### src/cta_ram.sv
`timescale 1ns / 1ps
`default_nettype none

module cta_ram #(
    parameter int WIDTH = 8,
    parameter int DEPTH = 16,
    localparam int AW = (DEPTH > 1) ? $clog2(DEPTH) : 1
) (
    input  wire logic             i_clk,
    input  wire logic             i_we,
    input  wire logic [AW-1:0]    i_addr,
    input  wire logic [WIDTH-1:0] i_wdata,
    output logic      [WIDTH-1:0] o_rdata
);

    logic [WIDTH-1:0] r_mem [DEPTH];

    always_ff @(posedge i_clk) begin
        if (i_we) begin
            r_mem[i_addr] <= i_wdata;
        end
        o_rdata <= r_mem[i_addr];
    end

endmodule

`default_nettype wire

### config.mk
export PLATFORM = sky130hd
export DESIGN_NAME = cta_ram
export DESIGN_NICKNAME = d
export VERILOG_FILES = /design/src/cta_ram.sv
export SDC_FILE = /design/constraint.sdc
export NUM_CORES = 1
export LEC_CHECK = 0
export BUFFER_PORTS_ARGS = -buffer_cell sky130_fd_sc_hd__buf_2
export CAP_MARGIN = 20
export CORE_UTILIZATION = 45
export CTS_CLUSTER_DIAMETER = 150
export CTS_CLUSTER_SIZE = 20
export DETAILED_ROUTE_END_ITERATION = 6
export GPL_TIMING_DRIVEN = 0
export PLACE_DENSITY_LB_ADDON = 0.2
export SLEW_MARGIN = 25
export SYNTH_ARGS = -nofsm -noshare
export SYNTH_HDL_FRONTEND = slang
export SYNTH_SLANG_ARGS = --single-unit
### constraint.sdc
create_clock -name i_clk -period 4.97 [get_ports i_clk]
set_input_delay 0.497 -clock i_clk [delete_from_list [all_inputs] [get_ports i_clk]]
set_output_delay 0.497 -clock i_clk [all_outputs]
set_load 0.02 [all_outputs]
## Word level (Yosys, flattened, before mapping)

Memories as Yosys holds them, arrays and structs flattened. A register that Yosys moved wholly into a read port is not among the register bits.
Index checks and enable logic that the tools add are counted.
W data, S select, Z words.

- Memories kept: 1
- RAM bits: 128
- Input bits: 14
- Memory bits (read-only): 0
- Output and inout port bits: 8
- Word-level logic and storage cells: 3
- Register bits after elaboration: 0
- Bits in latches: 0

Memory list:

| memory | words | bits a word | rd ports | clocked after Yosys merged registers in | write ports | line | text |
|---|---|---|---|---|---|---|---|
| r_mem | 16 | 8 | 1 | 1 | 1 | 16 | `logic [WIDTH-1:0] r_mem [DEPTH];` |

- Reductions and logical operators: 0
- Add/subtract/negate cells: 0
- Multiplexer cells: 2
- Bitwise operators: 0
- $mul: 0
- Shift operators: 0
- Eq/ne operators: 0
- Divide/modulo/power cells: 0
- $lt $le $gt $ge: 0

Operators by type and width:

| operator | count |
|---|---|
| $mux W1 | 2 |

## Longest topological paths before layout

Gate-level depths: netlist of run 1.

- Word-level depth: 2
- Gate-level depth with buffers: 5
- Mapped depth without buffers: 3

## Worst setup path after synthesis of run 1

Ideal clock, no wire load.

- Kind: input to register
- Start: in i_addr[2]
- End: mem r_mem[0][0] (enable)
- Data required time: 4.587 ns
- Setup slack: 2.980 ns
- Arrival time: 1.607 ns
- Setup time: 0.383 ns
- Cell stages on the path: 2
- Path buffers: 0
- Path through: or3b_2 > nor3_1

RTL lines:

| what | line | text |
|---|---|---|
| from (decl) | 11 | `input wire logic [AW-1:0] i_addr,` |
| to (decl) | 16 |  |

Straight into the memory's write port.

## Worst setup path after layout of run 1

- Start: in i_addr[1]
- End: mem r_mem[7][7] (enable)

Straight into the memory's write port.

==> impl_metrics.xml, run 1 <==
<?xml version="1.0" encoding="UTF-8"?>
<metrics>
  <group name="outcome">
    <metric name="status" unit="">completed</metric>
  </group>
  <group name="hold_path">
    <metric name="type_of_the_tightest_min_delay_check" unit="">in2reg</metric>
  </group>
  <group name="place">
    <metric name="gp_congestion" unit="">0.754</metric>
    <metric name="post-place-cells" unit="">389</metric>
    <metric name="hpwlAfterDp" unit="mm">6.03</metric>
    <metric name="io_buffer_count" unit="">19</metric>
  </group>
  <group name="detailed_routing">
    <metric name="detailroute.via_count" unit="">2287</metric>
    <metric name="vias_per_cell" unit="">5.43</metric>
    <metric name="drt.antenna.violating_nets" unit="">0</metric>
    <metric name="routed_wl" unit="mm">9.52</metric>
    <metric name="drcViolationCount" unit="">0</metric>
    <metric name="first_pass_iters" unit="">4</metric>
    <metric name="routed_wire_length_per_instance" unit="microns">22.6</metric>
    <metric name="detail_route.iter0.violations" unit="">117</metric>
  </group>
  <group name="pwr">
    <metric name="ir_worst_vdd" unit="V">0.000218</metric>
    <metric name="power.static_leakage" unit="nW">1.93</metric>
    <metric name="power_per_cell_area" unit="nW/um^2">446</metric>
  </group>
  <group name="layout">
    <metric name="antennaDiodeCount" unit="">0</metric>
    <metric name="finalNonFillerCells" unit="">421</metric>
    <metric name="layout-drive-gt1-share" unit="">0.331</metric>
    <metric name="final_core_utilization" unit="">0.547</metric>
    <metric name="flow.area_growth_from_synthesis" unit="%">17.5</metric>
    <metric name="fin_nets" unit="">282</metric>
  </group>
  <group name="yosys">
    <metric name="post_synth.cell_area_avg" unit="sq um">22.0</metric>
    <metric name="synth_cell_types" unit="">18</metric>
    <metric name="yosys_warnings" unit="">0</metric>
    <metric name="syn_area" unit="sq um">5070</metric>
    <metric name="postSynthRegisterBits" unit="">136</metric>
    <metric name="synth_seq_area_share" unit="">0.790</metric>
    <metric name="synthesized_netlist_net_count" unit="">244</metric>
    <metric name="syn_inst" unit="">230</metric>
  </group>
  <group name="timing">
    <metric name="finClkSkew" unit="ns">0.00413</metric>
    <metric name="setup_viol" unit="">0</metric>
    <metric name="report.final.hold_viol_count" unit="">0</metric>
    <metric name="grt_setup_unrepaired" unit="">no</metric>
    <metric name="whs" unit="ns">0.377</metric>
    <metric name="fmax" unit="MHz">477</metric>
    <metric name="timing.final.crit_period" unit="ns">2.10</metric>
    <metric name="post-route-period-util" unit="">0.422</metric>
    <metric name="final_max_slew_viol_count" unit="">0</metric>
    <metric name="timing.setup.tns" unit="ns">0</metric>
    <metric name="worstMarginPinSlew" unit="ns">0.826</metric>
    <metric name="slew_headroom" unit="">0.446</metric>
  </group>
  <group name="clock_tree">
    <metric name="cts_setup_buffers" unit="">0</metric>
    <metric name="clk_path_buf_depth" unit="">2</metric>
    <metric name="clock_latency" unit="ns">0.52</metric>
    <metric name="clock-root-buffer" unit="">sky130_fd_sc_hd__clkbuf_8</metric>
    <metric name="cts-buffers-inserted" unit="">17</metric>
    <metric name="cts_htree_levels" unit="">4</metric>
    <metric name="cts_hold_buffers_added" unit="">0</metric>
    <metric name="clock_sink_count" unit="">136</metric>
    <metric name="path_clk_slew" unit="ns">0.06</metric>
    <metric name="tritoncts" unit="">built</metric>
    <metric name="cts_resized" unit="">0</metric>
  </group>
  <group name="grt">
    <metric name="grt.overflow.total" unit="">0</metric>
    <metric name="global_route.usage.total" unit="">0.186</metric>
    <metric name="vias_in_the_first_global_route" unit="">2343</metric>
    <metric name="first_pass_grt_wire_length" unit="mm">14.3</metric>
    <metric name="grt_start_max_net_pins" unit="">17</metric>
    <metric name="grt_antenna_before_repair" unit="">0</metric>
  </group>
  <group name="setup_path">
    <metric name="path_max_fanout" unit="">10</metric>
    <metric name="cp-end-kind" unit="">flip-flop</metric>
    <metric name="worstPathArrival" unit="ns">2.25</metric>
    <metric name="critPathLaunchType" unit="">primary input</metric>
    <metric name="timing.critical_path.required" unit="ns">5.12</metric>
    <metric name="critical_setup_path_kind" unit="">in2reg</metric>
  </group>
  <group name="floorplan">
    <metric name="io_pins" unit="">22</metric>
    <metric name="die_x" unit="microns">108</metric>
    <metric name="cell_rows" unit="">38</metric>
    <metric name="die_area" unit="sq um">11700</metric>
    <metric name="die_h" unit="microns">108</metric>
    <metric name="starting_utilization_of_the_core_area" unit="">0.465</metric>
    <metric name="core_area" unit="sq um">10900</metric>
  </group>
  <group name="run">
    <metric name="cap_violations" unit="">0</metric>
  </group>
</metrics>
per-stage QoR:
stage | power (mW) | instance area [sq um] | worst slack [ns]
after floorplan | 1.39 | 5070 | 2.98
after global placement | 1.44 | 5340 | 2.35
after detailed placement | 1.44 | 5360 | 2.31
after CTS | 2.67 | 5950 | 2.85
after global routing | 2.73 | 5950 | 2.73
final | 2.65 | 5950 | 2.87
worst paths after layout:
check / start / end / slack [ns] / depth (start not counted)
hold / removal: i_wdata[6] / r_mem[6][6]$_DFFE_PP_ / 0.38 / 1
setup / recovery: i_addr[1] / r_mem[7][7]$_DFFE_PP_ / 2.87 / 4
hold reg to reg: r_mem[3][4]$_DFFE_PP_ / o_rdata[4]$_DFF_P_ / 0.70 / 3
setup reg to reg: r_mem[11][7]$_DFFE_PP_ / o_rdata[7]$_DFF_P_ / 3.58 / 3
cells by family after synthesis:
logic type	count (synthesis)	share of synthesized area
AND/OR/NAND/NOR	35	0.0321
buffers and inverters	11	0.0119
multiplexers	32	0.142
AO/OA/AOI/OAI	16	0.0237
flip-flops	136	0.790
sequential cells by signal, summed over array words and instances (netlist names):
name,cells
r_mem,128
o_rdata,8
power breakdown:
part           leakage, nW  internal, mW  switching (mW)
combinational        0.422        0.0486          0.0794
clock                0.281         0.784           0.451
sequential            1.22          1.28         0.00606
cell type report:
class / count / area [sq um]
Buffer: 11 / 60.1
Clock buffer: 19 / 442
Clock inverter: 13 / 153
Fill cell: 830 / 4940
Multi-Input combinational cell: 83 / 1020
Sequential cell: 136 / 4000
Tap cell: 140 / 175
Timing Repair Buffer: 19 / 95.1
critical path: stages:
cell and delay, ns:
sky130_fd_sc_hd__buf_2 0.26, sky130_fd_sc_hd__buf_1 0.52, sky130_fd_sc_hd__nand2_1 0.26, sky130_fd_sc_hd__nor2_1 0.70
Yosys cell counts:
library cell,number,area [sq um]
sky130_fd_sc_hd__clkbuf_1,2,7.51
sky130_fd_sc_hd__or3b_2,1,8.76
sky130_fd_sc_hd__buf_2,2,10.0
sky130_fd_sc_hd__nor2b_1,2,12.5
sky130_fd_sc_hd__mux4_2,32,721
sky130_fd_sc_hd__nor2_1,13,48.8
sky130_fd_sc_hd__nand3b_1,2,15.0
sky130_fd_sc_hd__buf_6,2,22.5
sky130_fd_sc_hd__dfxtp_1,8,160
sky130_fd_sc_hd__nand2_1,9,33.8
sky130_fd_sc_hd__a22oi_1,16,120
sky130_fd_sc_hd__nand3_1,1,5.00
sky130_fd_sc_hd__clkbuf_2,1,5.00
sky130_fd_sc_hd__and2_1,1,6.26
sky130_fd_sc_hd__edfxtp_1,128,3840
sky130_fd_sc_hd__buf_1,4,15.0
sky130_fd_sc_hd__nand2b_1,2,12.5
sky130_fd_sc_hd__nor3_1,4,20.0
cell usage in the layout, fill, tap and decap left out, drive strengths merged, types with 3 or more instances in the layout:
cell type,instances
clkbuf,22
clkinv,5
clkinvlp,5
dfxtp,8
a22oi,16
bufinv,3
nand2,9
nor2,13
edfxtp,128
nor3,4
buf,27
mux4,32
per-layer routing:
| layer | global-route usage | up-vias | share of wire |
|---|---|---|---|
| li1 | - | 1038 | - |
| met1 | 0.251 | 1180 | 0.45 |
| met2 | 0.286 | 56 | 0.49 |
| met3 | 0.0524 | 13 | 0.048 |
| met4 | 0.0763 | 0 | 0.014 |
| met5 | 0 | - | 0 |
(Power assumes the default switching activity.)
==> inputs of run 2 (changes only) <==
- ABC_AREA: default -> 1
- clock period: 4.97 -> 1.9 ns (I/O delays scaled with it)
==> run 2 against run 1 <==
Power grew to 2.7 times the previous value. Sequential cell count is the same. Sequential power grew to 2.6 times the previous value. Critical endpoint is now r_mem[10][2]$_DFFE_PP_. Largest cell class unchanged.
==> impl_metrics.xml, run 2 <==
<?xml version="1.0" encoding="UTF-8"?>
<metrics>
  <group name="hold_path">
    <metric name="type_of_the_tightest_min_delay_check" unit="">in2reg</metric>
    <metric name="min_from" unit="">i_wdata[0]</metric>
  </group>
  <group name="yosys">
    <metric name="synth_most_common_cell" unit="">sky130_fd_sc_hd__nand2_1</metric>
    <metric name="syn_area" unit="sq um">5590</metric>
    <metric name="yosys-top-cells-area" unit="">sky130_fd_sc_hd__edfxtp_1 (69%), sky130_fd_sc_hd__nand2_1 (23%), sky130_fd_sc_hd__dfxtp_1 (2.9%)</metric>
    <metric name="synth.cells.most_frequent" unit="">sky130_fd_sc_hd__nand2_1 (346), sky130_fd_sc_hd__edfxtp_1 (128), sky130_fd_sc_hd__inv_1 (21)</metric>
    <metric name="synth_cell_types" unit="">11</metric>
    <metric name="number_of_enable_type_register_cells_in_the_synthesized_netlist" unit="">128</metric>
    <metric name="synth_seq_area_share" unit="">0.716</metric>
    <metric name="share_of_the_synthesized_area_in_the_top_cell_type" unit="">0.687</metric>
    <metric name="synthesized_netlist_net_count" unit="">562</metric>
    <metric name="synthArstFlopShare" unit="">0</metric>
    <metric name="post-synth-top-area-cell" unit="">sky130_fd_sc_hd__edfxtp_1</metric>
    <metric name="postSynthRegisterBits" unit="">136</metric>
    <metric name="ys.flop_type" unit="">sky130_fd_sc_hd__edfxtp_1</metric>
    <metric name="post_synth.cell_area_avg" unit="sq um">10.2</metric>
    <metric name="syn_inst" unit="">548</metric>
    <metric name="yosys_warnings" unit="">0</metric>
  </group>
  <group name="grt">
    <metric name="grt_start_max_net_pins" unit="">17</metric>
    <metric name="first_pass_grt_wire_length" unit="mm">19.4</metric>
    <metric name="grt.overflow.total" unit="">0</metric>
    <metric name="vias_in_the_first_global_route" unit="">3562</metric>
    <metric name="global_route.usage.total" unit="">0.214</metric>
    <metric name="grt_antenna_before_repair" unit="">0</metric>
  </group>
  <group name="layout">
    <metric name="layout-drive-gt1-share" unit="">0.113</metric>
    <metric name="final_core_utilization" unit="">0.540</metric>
    <metric name="mostFrequentLayoutCell" unit="">sky130_fd_sc_hd__nand2_1</metric>
    <metric name="num-fill-cells" unit="">1062</metric>
    <metric name="fin_nets" unit="">601</metric>
    <metric name="flow.area_growth_from_synthesis" unit="%">16.5</metric>
    <metric name="registers.top_by_ff_count" unit="">r_mem</metric>
    <metric name="largest_reg_flops" unit="">128</metric>
    <metric name="biggestRegsByFlops" unit="">r_mem x128, o_rdata x8</metric>
    <metric name="antennaDiodeCount" unit="">0</metric>
    <metric name="layout_common_cells" unit="">sky130_fd_sc_hd__nand2_1 (346), sky130_fd_sc_hd__edfxtp_1 (128), sky130_fd_sc_hd__buf_2 (32), sky130_fd_sc_hd__inv_1 (21), sky130_fd_sc_hd__nor2_1 (18)</metric>
  </group>
  <group name="pwr">
    <metric name="ir_worst_vdd" unit="V">0.000847</metric>
    <metric name="power_per_cell_area" unit="nW/um^2">1100</metric>
    <metric name="power.static_leakage" unit="nW">2.80</metric>
    <metric name="finalPower" unit="mW">7.18</metric>
  </group>
  <group name="timing">
    <metric name="finClkSkew" unit="ns">0.00581</metric>
    <metric name="slew_headroom" unit="">0.432</metric>
    <metric name="report.final.hold_viol_count" unit="">0</metric>
    <metric name="timing.final.crit_period" unit="ns">1.73</metric>
    <metric name="worstMarginPinSlew" unit="ns">0.849</metric>
    <metric name="post-route-period-util" unit="">0.911</metric>
    <metric name="final_max_slew_viol_count" unit="">0</metric>
    <metric name="setup_viol" unit="">0</metric>
    <metric name="fmax" unit="MHz">577</metric>
    <metric name="grt_setup_unrepaired" unit="">no</metric>
  </group>
  <group name="clock_tree">
    <metric name="clk_path_buf_depth" unit="">2</metric>
    <metric name="tritoncts" unit="">built</metric>
    <metric name="path_clk_slew" unit="ns">0.06</metric>
    <metric name="clock_sink_count" unit="">136</metric>
    <metric name="cts_resized" unit="">0</metric>
    <metric name="clock_latency" unit="ns">0.42</metric>
    <metric name="cts_setup_buffers" unit="">0</metric>
    <metric name="cts_htree_levels" unit="">4</metric>
    <metric name="clock-root-buffer" unit="">sky130_fd_sc_hd__clkbuf_16</metric>
    <metric name="cts-buffers-inserted" unit="">17</metric>
    <metric name="cts_hold_buffers_added" unit="">0</metric>
  </group>
  <group name="floorplan">
    <metric name="starting_utilization_of_the_core_area" unit="">0.464</metric>
    <metric name="io_pins" unit="">22</metric>
    <metric name="die_h" unit="microns">113</metric>
    <metric name="die_area" unit="sq um">12900</metric>
    <metric name="core_area" unit="sq um">12100</metric>
    <metric name="cell_rows" unit="">40</metric>
    <metric name="die_x" unit="microns">113</metric>
  </group>
  <group name="detailed_routing">
    <metric name="routed_wl" unit="mm">12.6</metric>
    <metric name="routed_wire_length_per_instance" unit="microns">16.4</metric>
    <metric name="detailroute.via_count" unit="">3715</metric>
    <metric name="drt.antenna.violating_nets" unit="">0</metric>
    <metric name="vias_per_cell" unit="">4.84</metric>
    <metric name="detail_route.iter0.violations" unit="">331</metric>
    <metric name="first_pass_iters" unit="">5</metric>
    <metric name="drcViolationCount" unit="">0</metric>
  </group>
  <group name="setup_path">
    <metric name="crit_path_cell_trace" unit="">buf_2, clkbuf_1, nand3_1, nor2_1</metric>
    <metric name="timing.critical_path.required" unit="ns">1.94</metric>
    <metric name="reg2reg_from" unit="">r_mem[1][0]$_DFFE_PP_</metric>
    <metric name="critical_setup_path_kind" unit="">in2reg</metric>
    <metric name="critical_path.startpoint" unit="">i_addr[1]</metric>
    <metric name="critical-path-max-stage-delay" unit="ns">0.72</metric>
    <metric name="cp-end-kind" unit="">flip-flop</metric>
    <metric name="regToRegSetupSlack" unit="ns">0.88</metric>
    <metric name="worstPathArrival" unit="ns">1.77</metric>
    <metric name="critPathLaunchType" unit="">primary input</metric>
    <metric name="crit_slowest_cell" unit="">sky130_fd_sc_hd__nor2_1</metric>
    <metric name="path_max_fanout" unit="">10</metric>
  </group>
  <group name="place">
    <metric name="io_buffer_count" unit="">20</metric>
    <metric name="gp_congestion" unit="">0.886</metric>
    <metric name="hpwlAfterDp" unit="mm">8.19</metric>
  </group>
  <group name="outcome">
    <metric name="status" unit="">completed</metric>
  </group>
  <group name="run">
    <metric name="cap_violations" unit="">0</metric>
  </group>
</metrics>
## run 2: critical path, delay by kind of cell
| family | cells | cell delay [ns] |
|---|---|---|
| buf+inv | 2 | 0.56 |
| simple gates | 2 | 1.01 |
## run 2: path summary, 6_finish.rpt
check,end,cells after the start
setup / recovery,r_mem[10][2]$_DFFE_PP_,4
hold / removal,r_mem[1][0]$_DFFE_PP_,1
setup reg to reg,o_rdata[0]$_DFF_P_,8
hold reg to reg,o_rdata[1]$_DFF_P_,8
## run 2: through the flow
stage | hold slack [ns] | setup TNS [ns] | setup WS (ns) | cells | area (sq um)
after floorplan | 0.289 | 0 | 0.333 | 548 | 5590
after global placement | 0.606 | -12.19 | -0.254 | 736 | 5900
after detailed placement | 0.607 | -16.25 | -0.275 | 736 | 5900
after CTS | 0.189 | 0 | 0.172 | 768 | 6510
after global routing | 0.186 | 0 | 0.0389 | 768 | 6510
final | 0.197 | 0 | 0.168 | 768 | 6510
## run 2: report_power, final
part	internal (mW)	total [mW]	leakage [nW]	switching [mW]
clock network	2.18	3.37	0.298	1.19
logic	0.115	0.435	1.28	0.320
registers	3.36	3.37	1.22	0.0155
## run 2: layout make-up
cell class,count,area [sq um],area share
Sequential cell,136,4000,0.615
Multi-Input combinational cell,368,1390,0.213
Clock buffer,18,429,0.0659
Tap cell,168,210,0.0323
Clock inverter,14,181,0.0279
Buffer,21,116,0.0179
Timing Repair Buffer,20,100,0.0154
Inverter,23,86.3,0.0133
## run 2: cells by family after synthesis
family / count (synthesis) / synth area share
buf+inv: 44 / 0.0362
flops: 136 / 0.716
simple gates: 368 / 0.248
## run 2: per-layer routing
layer	up-vias	global-route usage	wire length, microns
met5	-	0	0
met4	0	0.0684	165
met3	18	0.0622	635
met2	95	0.353	6250
met1	1771	0.274	5580
li1	1831	-	-
==> inputs of run 3 (changes only) <==
- PLACE_DENSITY: default -> 0.67
- PLACE_DENSITY_LB_ADDON: 0.2 -> default
==> run 3 against run 2 <==
Global-route usage down 0.66 points. Utilization down 0.54 points. Sequential cell count unchanged. Hold slack worse by 0.0073 ns. Sequential share of layout area up 0.62 points. Clock power down 9.2%. Highest routed layer unchanged.
==> impl_metrics.xml, run 3 (synthesized netlist as in run 2, its figures left out) <==
<?xml version="1.0" encoding="UTF-8"?>
<metrics>
  <group name="grt">
    <metric name="grt.overflow.total" unit="">0</metric>
    <metric name="vias_in_the_first_global_route" unit="">3666</metric>
    <metric name="grt_antenna_before_repair" unit="">0</metric>
    <metric name="first_pass_grt_wire_length" unit="mm">19.2</metric>
    <metric name="grt_start_max_net_pins" unit="">17</metric>
    <metric name="global_route.usage.total" unit="">0.208</metric>
  </group>
  <group name="floorplan">
    <metric name="die_area" unit="sq um">12900</metric>
    <metric name="cell_rows" unit="">40</metric>
    <metric name="die_h" unit="microns">113</metric>
    <metric name="core_area" unit="sq um">12100</metric>
    <metric name="starting_utilization_of_the_core_area" unit="">0.464</metric>
    <metric name="io_pins" unit="">22</metric>
    <metric name="die_x" unit="microns">113</metric>
  </group>
  <group name="pwr">
    <metric name="finalPower" unit="mW">6.86</metric>
    <metric name="part_of_the_total_power_dissipated_in_the_clock_network" unit="">0.445</metric>
    <metric name="switching_power_share_of_the_total" unit="">0.217</metric>
    <metric name="power.static_leakage" unit="nW">2.76</metric>
    <metric name="p_int" unit="mW">5.37</metric>
    <metric name="p_switching" unit="mW">1.49</metric>
    <metric name="power_per_cell_area" unit="nW/um^2">1060</metric>
    <metric name="comb_power_share" unit="">0.063</metric>
    <metric name="p_seq_frac" unit="">0.492</metric>
    <metric name="ir_worst_vdd" unit="V">0.000426</metric>
  </group>
  <group name="hold_path">
    <metric name="min_path_cells" unit="">1</metric>
    <metric name="min_from" unit="">i_wdata[5]</metric>
    <metric name="hold_path_end" unit="">r_mem[4][5]$_DFFE_PP_</metric>
    <metric name="type_of_the_tightest_min_delay_check" unit="">in2reg</metric>
  </group>
  <group name="setup_path">
    <metric name="critPathLaunchType" unit="">primary input</metric>
    <metric name="crit_path_cell_trace" unit="">buf_2, clkbuf_1, nand3_1, nor2_1</metric>
    <metric name="regToRegSetupSlack" unit="ns">0.86</metric>
    <metric name="cp-end-kind" unit="">flip-flop</metric>
    <metric name="dominant_delay_contributor_by_cell_family_on_the_critical_path" unit="">simple AND/OR/NAND/NOR gates</metric>
    <metric name="path_max_fanout" unit="">10</metric>
    <metric name="timing.critical_path.required" unit="ns">1.96</metric>
    <metric name="worstReg2RegEnd" unit="">o_rdata[4]$_DFF_P_</metric>
    <metric name="worstPathArrival" unit="ns">1.80</metric>
    <metric name="rr_worst_depth" unit="">8</metric>
    <metric name="critical-path-max-stage-delay" unit="ns">0.65</metric>
    <metric name="reg2reg_from" unit="">r_mem[2][4]$_DFFE_PP_</metric>
    <metric name="critical_setup_path_kind" unit="">in2reg</metric>
    <metric name="crit_slowest_cell" unit="">sky130_fd_sc_hd__nor2_1</metric>
    <metric name="worst-path-buf-inv" unit="">2</metric>
  </group>
  <group name="place">
    <metric name="hpwlAfterDp" unit="mm">7.86</metric>
    <metric name="gp_congestion" unit="">0.859</metric>
    <metric name="io_buffer_count" unit="">20</metric>
  </group>
  <group name="detailed_routing">
    <metric name="met3WireLength" unit="microns">661</metric>
    <metric name="drcViolationCount" unit="">0</metric>
    <metric name="m1WireLength" unit="mm">5.25</metric>
    <metric name="routed_wire_length_per_instance" unit="microns">15.8</metric>
    <metric name="top_signal_layer_used" unit="">met4</metric>
    <metric name="drt.antenna.violating_nets" unit="">0</metric>
    <metric name="met2RoutedLength" unit="mm">5.86</metric>
    <metric name="vias_per_cell" unit="">4.87</metric>
    <metric name="routed_wl" unit="mm">12.1</metric>
    <metric name="first_pass_iters" unit="">5</metric>
    <metric name="detail_route.iter0.violations" unit="">312</metric>
    <metric name="detailroute.via_count" unit="">3737</metric>
  </group>
  <group name="layout">
    <metric name="mostFrequentLayoutCell" unit="">sky130_fd_sc_hd__nand2_1</metric>
    <metric name="registers.top_by_ff_count" unit="">r_mem</metric>
    <metric name="flow.area_growth_from_synthesis" unit="%">15.3</metric>
    <metric name="antennaDiodeCount" unit="">0</metric>
    <metric name="biggestRegsByFlops" unit="">r_mem x128, o_rdata x8</metric>
    <metric name="largest_reg_flops" unit="">128</metric>
    <metric name="layout_common_cells" unit="">sky130_fd_sc_hd__nand2_1 (346), sky130_fd_sc_hd__edfxtp_1 (128), sky130_fd_sc_hd__buf_2 (32), sky130_fd_sc_hd__inv_1 (21), sky130_fd_sc_hd__nor2_1 (18)</metric>
    <metric name="fin_nets" unit="">601</metric>
    <metric name="layout-drive-gt1-share" unit="">0.107</metric>
  </group>
  <group name="timing">
    <metric name="report.final.hold_viol_count" unit="">0</metric>
    <metric name="fmax" unit="MHz">573</metric>
    <metric name="timing.setup.tns" unit="ns">0</metric>
    <metric name="setup_viol" unit="">0</metric>
    <metric name="final_max_slew_viol_count" unit="">0</metric>
    <metric name="timing.final.crit_period" unit="ns">1.75</metric>
    <metric name="worstMarginPinSlew" unit="ns">0.751</metric>
    <metric name="post-route-period-util" unit="">0.919</metric>
    <metric name="slew_headroom" unit="">0.498</metric>
    <metric name="whs" unit="ns">0.189</metric>
    <metric name="grt_setup_unrepaired" unit="">no</metric>
    <metric name="finClkSkew" unit="ns">0.00851</metric>
  </group>
  <group name="clock_tree">
    <metric name="cts_htree_levels" unit="">4</metric>
    <metric name="cts_resized" unit="">0</metric>
    <metric name="tritoncts" unit="">built</metric>
    <metric name="clock_latency" unit="ns">0.42</metric>
    <metric name="cts_setup_buffers" unit="">0</metric>
    <metric name="path_clk_slew" unit="ns">0.05</metric>
    <metric name="cts_hold_buffers_added" unit="">0</metric>
    <metric name="clk_path_buf_depth" unit="">2</metric>
    <metric name="clock-root-buffer" unit="">sky130_fd_sc_hd__clkbuf_16</metric>
    <metric name="clock_sink_count" unit="">136</metric>
    <metric name="cts-buffers-inserted" unit="">17</metric>
  </group>
  <group name="run">
    <metric name="cap_violations" unit="">0</metric>
  </group>
  <group name="outcome">
    <metric name="status" unit="">completed</metric>
  </group>
</metrics>
## run 3: cell count changes in the layout (fill, tap and decap cells not counted)
cell / before / now
sky130_fd_sc_hd__clkinv_4: 3 / 0
sky130_fd_sc_hd__clkinvlp_4: 1 / 3
sky130_fd_sc_hd__clkinv_2: 4 / 3
sky130_fd_sc_hd__clkbuf_1: 4 / 7
sky130_fd_sc_hd__bufinv_16: 4 / 2
## run 3: area by class of cell
type	instances	area (sq um)
fillers	1048	5610
flip-flops and latches	136	4000
multi-input cells	368	1390
clock buffers	21	440
well taps	168	210
plain buffers	21	116
clock inverters	10	105
repair buffers	20	100
inverters	23	86.3
## run 3: worst reg2reg max path, cell delays in order (launching register included)
cell                       delay [ns]
sky130_fd_sc_hd__edfxtp_1        0.37
sky130_fd_sc_hd__nand2_1         0.08
sky130_fd_sc_hd__nand2_1         0.05
sky130_fd_sc_hd__nand2_1         0.05
sky130_fd_sc_hd__nand2_1         0.07
sky130_fd_sc_hd__nand2_1         0.06
sky130_fd_sc_hd__nand2_1         0.06
sky130_fd_sc_hd__inv_1           0.06
sky130_fd_sc_hd__nand2_1         0.08
## run 3: worst max path at each step
stage,start,end,slack [ns],cells after the start
detailed placement,i_addr[1],r_mem[3][4]$_DFFE_PP_,-0.29,4
floorplan,i_addr[1],r_mem[3][0]$_DFFE_PP_,0.33,4
finish,i_addr[1],r_mem[2][5]$_DFFE_PP_,0.15,4
CTS,i_addr[1],r_mem[3][4]$_DFFE_PP_,0.15,4
global placement,i_addr[1],r_mem[3][4]$_DFFE_PP_,-0.25,4
global route,i_addr[1],r_mem[3][4]$_DFFE_PP_,0.02,4
## run 3: power by group through the flow
stage | combinational (mW) | sequential (mW) | clock (mW)
finish | 0.431 | 3.37 | 3.06
global route | 0.486 | 3.38 | 3.19
CTS | 0.432 | 3.37 | 3.08
detailed placement | 0.430 | 3.43 | 0
global placement | 0.423 | 3.43 | 0
floorplan | 0.231 | 3.46 | 0
## run 3: metal layers
layer | vias to the layer above | global-route usage
met3 | 28 | 0.0383
met5 | - | 0
met1 | 1753 | 0.268
li1 | 1827 | -
met2 | 129 | 0.331
met4 | 0 | 0.121
## run 3: metrics by stage
| step | setup slack [ns] | util | instances | instance area [sq um] |
|---|---|---|---|---|
| 4_1_cts | 0.151 | 0.535 | 767 | 6450 |
| 2_1_floorplan | 0.333 | - | 548 | 5590 |
| 3_3_place_gp | -0.250 | 0.489 | 736 | 5900 |
| 6_report | 0.155 | 0.535 | 767 | 6450 |
| 5_1_grt | 0.0239 | 0.535 | 767 | 6450 |
| 3_5_place_dp | -0.293 | 0.489 | 736 | 5900 |
